**src/rtl/dhkv_pkg.sv**
```systemverilog
// ----------------------------------------------------------------------------
// dhkv_pkg: shared types and constants for the double-hash key/value table
// Slot geometry, hash multipliers, operation and status codes.
// ----------------------------------------------------------------------------
package dhkv_pkg;

    localparam int SLOT_W = 10;                    // log2 of the slot store depth
    localparam int SLOTS  = 1 << SLOT_W;
    localparam int LOG_W  = $clog2(SLOT_W + 1);    // width of a clamped log2
    localparam int CFG_W  = 4;
    localparam int KEY_W  = 32;
    localparam int VAL_W  = 32;
    localparam int OP_W   = 2;
    localparam int STAT_W = 2;
    localparam int FRAC_W = 16;

    localparam logic [FRAC_W-1:0] GOLDEN_MULT = 16'd40503;
    localparam logic [31:0]       STRIDE_MULT = 32'd134217689;

    localparam logic [CFG_W-1:0]  LOG_RESET = 4'd10;
    localparam logic [LOG_W-1:0]  LOG_MIN   = LOG_W'(2);
    localparam logic [LOG_W-1:0]  LOG_MAX   = LOG_W'(SLOT_W);

    localparam logic [OP_W-1:0] OP_SET    = 2'd0;
    localparam logic [OP_W-1:0] OP_GET    = 2'd1;
    localparam logic [OP_W-1:0] OP_REMOVE = 2'd2;
    localparam logic [OP_W-1:0] OP_NONE   = 2'd3;

    localparam logic [STAT_W-1:0] STAT_OK        = 2'd0;
    localparam logic [STAT_W-1:0] STAT_NOT_FOUND = 2'd1;
    localparam logic [STAT_W-1:0] STAT_FULL      = 2'd2;

    typedef struct packed {
        logic [SLOT_W-1:0] start;
        logic [SLOT_W-1:0] stride;
    } hash_t;

endpackage

```
**src/rtl/dhkv_hash.sv**
```systemverilog
// ----------------------------------------------------------------------------
// dhkv_hash: start slot and probe stride for a key
// Multiplicative start slot from the top bits of a 16-bit fraction, odd stride.
// ----------------------------------------------------------------------------
module dhkv_hash (
    input  logic [dhkv_pkg::KEY_W-1:0]  key,
    input  logic [dhkv_pkg::LOG_W-1:0]  log2_size,
    input  logic [dhkv_pkg::SLOT_W-1:0] mask,
    output dhkv_pkg::hash_t             hash
);

    logic [dhkv_pkg::KEY_W-3:0]  k;
    logic [dhkv_pkg::FRAC_W-1:0] frac;
    logic [dhkv_pkg::FRAC_W-1:0] start_full;
    logic [dhkv_pkg::SLOT_W-1:0] stride_raw;

    assign k    = key[dhkv_pkg::KEY_W-1:2];
    assign frac = dhkv_pkg::FRAC_W'(k[dhkv_pkg::FRAC_W-1:0] * dhkv_pkg::GOLDEN_MULT);

    // size * frac >> 16 with size a power of two: keep the top log2 bits
    assign start_full = frac >> (dhkv_pkg::FRAC_W - int'(log2_size));

    assign stride_raw = dhkv_pkg::SLOT_W'(k[dhkv_pkg::SLOT_W-1:0]
                        * dhkv_pkg::STRIDE_MULT[dhkv_pkg::SLOT_W-1:0]);

    assign hash.start  = start_full[dhkv_pkg::SLOT_W-1:0] & mask;
    assign hash.stride = (stride_raw & mask) | dhkv_pkg::SLOT_W'(1);

endmodule

```
**config.mk**
```make
export PLATFORM = sky130hd
export DESIGN_NAME = dhkv_hash
export DESIGN_NICKNAME = d
export VERILOG_FILES = /design/src/rtl/dhkv_pkg.sv /design/src/rtl/dhkv_hash.sv
export SDC_FILE = /design/constraint.sdc
export NUM_CORES = 1
export LEC_CHECK = 0
export ABC_AREA = 1
export BUFFER_PORTS_ARGS = -buffer_cell sky130_fd_sc_hd__buf_2
export CORE_MARGIN = 2
export CORE_UTILIZATION = 54
export DETAILED_ROUTE_END_ITERATION = 16
export PLACE_DENSITY = 0.78
export SYNTH_ARGS = -nofsm -noshare
export SYNTH_HDL_FRONTEND = slang
export SYNTH_SLANG_ARGS = --single-unit
```
**constraint.sdc**
```tcl
create_clock -name vclk -period 7.3
set_clock_uncertainty 0.15 [all_clocks]
set_input_delay 1.46 -clock vclk [all_inputs]
set_output_delay 1.46 -clock vclk [all_outputs]
set_load 0.005 [all_outputs]
```
==> impl_metrics.csv, run 1 <==
group,metric,value,unit
cells_and_area,antenna_cells,0,
placed_design,preCtsSetupSlack,-0.549,ns
grt,grt-ovfl-total,0,
synthesis,synth_cell_types,40,
synthesis,synth-simple-area-share,22.6,%
setup_path,cp_slowest_cell,"fa_1",
cells_and_area,layout-drive-gt1-share,31.5,%
setup_path,cp.arrival,5.98,ns
route,ant_nets,0,
setup_path,crit_buf_inv,11,
route,drcViolationCount,0,
setup_path,critPathKind,"input port to output port",
status,outcome,"finished with violations",
setup_path,cp_data_required_time,5.69,ns
grt,grt_pass1_vias,4126,
status,violations,"setup timing",
worst_hold_path,hp-class,"input port to output port",
floorplan,rows,31,
timing,min_period,7.59,ns
timing,relSlewSlack,63.6,%
floorplan,die_h,90.9,um
timing,hold_violations,0,
setup_path,end_kind,"output port",
floorplan,die_w,90.9,um
setup_path,critPathTopFamily,"adder cells",
synthesis,synth_fp_nets,733,
placed_design,post-dp-hpwl,8870,um
route,firstDrtPassIters,5,
timing,period_share,104,%
floorplan,pin_count,66,
setup_path,crit_fanout,3,
timing,max_freq,132,MHz
cells_and_area,seqCellArea,0,sq um
synthesis,synth-seq-area-share,0,%
timing,setup_violations,10,
route,wl_per_cell,14.2,um
floorplan,coreArea,0.00729,sq mm
synthesis,ys_warn_count,0,
synthesis,synthXorXnorAreaFrac,5.33,%
route,wirelength,10800,um
floorplan,die_area,0.00827,sq mm
placed_design,globalplace.congestion,0.916,
synthesis,syn-cell-area,0.00408,sq mm
cells_and_area,nFlopsAndLatches,0,
grt,grt_pass1_wl,18400,um
route,drt_iter0_drc,186,
cells_and_area,clkbuf_count,0,
timing,finalMaxSlewViolations,0,
floorplan,initial_core_util,56.0,%
synthesis,synth_area_leaders,"fa_1, ha_1, inv_1",
setup_path,slowest_delay,0.55,ns
cells_and_area,syn_to_final_growth,28.9,%
synthesis,synth_compound_area_share,8.25,%
grt,grt_antenna_before_repair,0,
timing,rsz0062_at_grt,"true",
cells_and_area,nFillCells,552,
synthesis,synth_adder_area_share,46.7,%
synthesis,synth_top_area_share,25.5,%
timing,fin_ws,-0.289,ns
synthesis,syn_inst,566,
synthesis,yosys.area.top_type,"fa_1",
setup_path,crit_path_start_kind,"input port",
grt,grtUsageTotal,26.7,%
placed_design,io_buffer_count,49,
synthesis,syn-mean-instance-area,7.21,sq um
grt,grt_max_degree,23,
cells_and_area,nets,833,
job,drv_cap,0,
cts,cts_hold_buffers,0,
setup_path,path_depth,30,
route,vias_per_cell,5.21,
worst_hold_path,hold_path_depth,4,
synthesis,synth.area.mux_share,0.245,%
synthesis,synth_top_family_by_area,"adder cells",
timing,tightest_slew,0.546,ns
route,vias,3972,
routing by layer:
metal / track usage (%) / vias to the layer above / wire length (um)
li1: - / 1922 / -
met1: 32.5 / 1911 / 4470
met2: 51.0 / 111 / 5640
met3: 1.33 / 28 / 377
met4: 7.07 / 0 / 335
met5: 0 / - / 0
tightest hold or removal path, delay by kind of cell:
family | cells | cell delay, ns
buffers and inverters | 3 | 0.23
and+or+nand+nor | 1 | 0.04
logic make-up (layout without fill, tap and decap cells):
logic type                 count (synthesis)  in the layout
and+or+nand+nor                          187            187
buffers and inverters                    176            274
adders and majority gates                121            121
AOI/OAI and AO/OA                         56             56
xor gates and xnor gates                  24             24
other                                      1              1
muxes                                      1              1
synthesized netlist by cell type, drive strengths merged, types with 2 or more instances:
library cell / count
nor2: 7
nand4: 4
o21ai: 19
o21bai: 2
xnor2: 10
nor3: 2
nand3: 49
a21oi: 24
a31oi: 4
clkbuf: 2
or2: 4
inv: 166
nand2: 116
fa: 52
ha: 69
xor2: 14
buf: 7
nand3b: 4
o21a: 3
cell usage in the layout (no fill, tap or decap), types with 2 or more instances in the layout:
cell / count
xor2_1: 11
fa_1: 49
nand2_2: 16
ha_1: 50
a21oi_1: 19
nand3b_1: 4
nand3_2: 11
xnor2_1: 10
ha_4: 17
nor2_1: 5
xor2_2: 3
buf_6: 5
nand3_4: 3
nand2_4: 9
a21oi_2: 4
o21a_1: 3
nand3_1: 35
nand2_1: 91
a31oi_1: 4
ha_2: 2
buf_2: 43
o21ai_2: 3
nor3_2: 2
or2_2: 2
inv_2: 19
nand4_1: 4
buf_4: 58
fa_2: 3
inv_1: 147
o21ai_0: 10
o21ai_1: 5
final timing paths:
path,from,to,slack [ns]
setup / recovery,key[9],hash[15],-0.29
hold / removal,mask[2],hash[2],3.04
final cells by class:
class	count	area [sq um]	area share, %
multi-input cells	390	3790	72.0
repair buffers	107	722	13.7
inverters	167	627	11.9
well taps	99	124	2.35
metrics by stage:
step	util [%]	setup TNS (ns)	cell area [sq um]	cells	hold WS (ns)
after floorplan	-	0	4140	566	2.84
after global placement	66.7	-3.90	4860	760	3.04
after detailed placement	66.7	-4.87	4860	760	3.04
after CTS	69.7	-2.49	5090	762	3.05
after global routing	72.2	-4.36	5260	763	3.08
final	72.2	-2.54	5260	763	3.04
repair_timing:
| action | CTS | global route |
|---|---|---|
| pin swaps | 31 | 27 |
| setup endpoints to repair | 10 | 10 |
| gates resized for setup | 43 | 33 |
| cloned | 0 | 0 |
| setup buffers | 2 | 1 |
Power of run 1 is not shown: default switching activity piles up to over one toggle a cycle in this logic, so the estimate is an artifact.
==> inputs of run 2 (changes only) <==
Settings changed: ABC_CLOCK_PERIOD_IN_PS set to 7300, CORE_UTILIZATION 54 to 35, PLACE_DENSITY 0.78 to 0.54.
==> impl_metrics.csv, run 2 (synthesized netlist as in run 1, its figures left out) <==
group,metric,value,unit
status,outcome,"finished with violations",
status,violations,"setup timing",
route,vias_per_cell,4.62,
route,drcViolationCount,0,
setup_path,crit_top_cell,"fa_1",
cts,cts_hold_buffers,0,
cells_and_area,nFlopsAndLatches,0,
timing,tightest_slew,0.558,ns
timing,relSlewSlack,62.8,%
route,firstDrtPassIters,4,
route,drt_iter0_drc,132,
timing,max_freq,132,MHz
worst_hold_path,hp-class,"input port to output port",
timing,setup_violations,10,
grt,grt_antenna_before_repair,0,
setup_path,critPathKind,"input port to output port",
setup_path,cp.arrival,5.99,ns
placed_design,io_buffer_count,49,
grt,grt_pass1_wl,17200,um
timing,rsz0062_at_grt,"true",
floorplan,die_area,0.0125,sq mm
worst_hold_path,hold_path_depth,4,
route,wirelength,10000,um
setup_path,cp_slowest_cell,"fa_1",
cells_and_area,mostFrequentLayoutCells,"inv_1, nand2_1, buf_4",
job,drv_cap,0,
cells_and_area,final_area,0.00537,sq mm
floorplan,die_w,112,um
placed_design,placed_cells,805,
cells_and_area,syn_to_final_growth,31.5,%
floorplan,rows,39,
route,ant_nets,0,
worst_hold_path,min_from,"mask[1]",
cells_and_area,layout-drive-gt1-share,33.2,%
setup_path,crit_path_start_kind,"input port",
timing,fin_ws,-0.303,ns
floorplan,die_h,112,um
cells_and_area,seqCellArea,0,sq um
setup_path,cp_data_required_time,5.69,ns
setup_path,crit_fanout,3,
timing,finalMaxSlewViolations,0,
timing,hold_violations,0,
setup_path,crit_buf_inv,9,
grt,grtUsageTotal,16.4,%
cells_and_area,final_common_cell,"inv_1",
floorplan,initial_core_util,35.7,%
cells_and_area,fin_cells,806,
placed_design,dpl_cell_area,0.00492,sq mm
timing,period_share,104,%
setup_path,critPathTopFamily,"adder cells",
worst_hold_path,hold_end,"hash[1]",
grt,grt_max_degree,23,
placed_design,globalplace.congestion,0.860,
grt,grt-ovfl-total,0,
timing,min_period,7.60,ns
setup_path,end_kind,"output port",
cells_and_area,nets,832,
route,wl_per_cell,12.4,um
cells_and_area,clkbuf_count,0,
route,vias,3726,
floorplan,pin_count,66,
setup_path,slowest_delay,0.55,ns
cells_and_area,antenna_cells,0,
grt,grt_pass1_vias,3820,
placed_design,post-dp-hpwl,9030,um
floorplan,coreArea,0.0114,sq mm
## run 2: final cells by class
cell class                 instances  area (sq um)
fill                            1176          6050
multi-input combinational        390          3840
timing repair buffer             106           716
inverter                         167           627
tap                              143           179
## run 2: metrics by stage
step	setup slack (ns)	setup TNS [ns]	hold WS, ns	util (%)
3_5_place_dp	-0.534	-4.71	3.05	43.1
2_1_floorplan	0.00843	0	2.84	-
6_report	-0.303	-2.56	3.04	47.0
5_1_grt	-0.522	-4.66	3.06	47.0
3_3_place_gp	-0.467	-3.96	3.04	43.1
4_1_cts	-0.342	-2.99	3.05	44.6
## run 2: metal layers
metal | wire (um) | GRT usage (%) | share of wire, %
met2 | 5020 | 30.9 | 50
met3 | 430 | 1.03 | 4.3
met1 | 4540 | 21.7 | 45
met4 | 37 | 0.976 | 0.37
met5 | 0 | 0 | 0
## run 2: how the worst max path moves through the flow
stage                     depth (start not counted)       end  startpoint
after CTS                                        26  hash[11]     key[15]
after global routing                             25  hash[11]     key[15]
after global placement                           26  hash[11]     key[11]
after detailed placement                         26  hash[11]     key[11]
after floorplan                                  24  hash[11]     key[14]
final                                            25  hash[11]     key[15]
## run 2: timing repair
action,CTS,global route
pin swaps,28,40
buffers inserted,1,0
endpoints found under the hold margin,0,0
resized for setup,30,62
setup endpoints to repair,10,10
Power of run 2 is left out for the same reason.
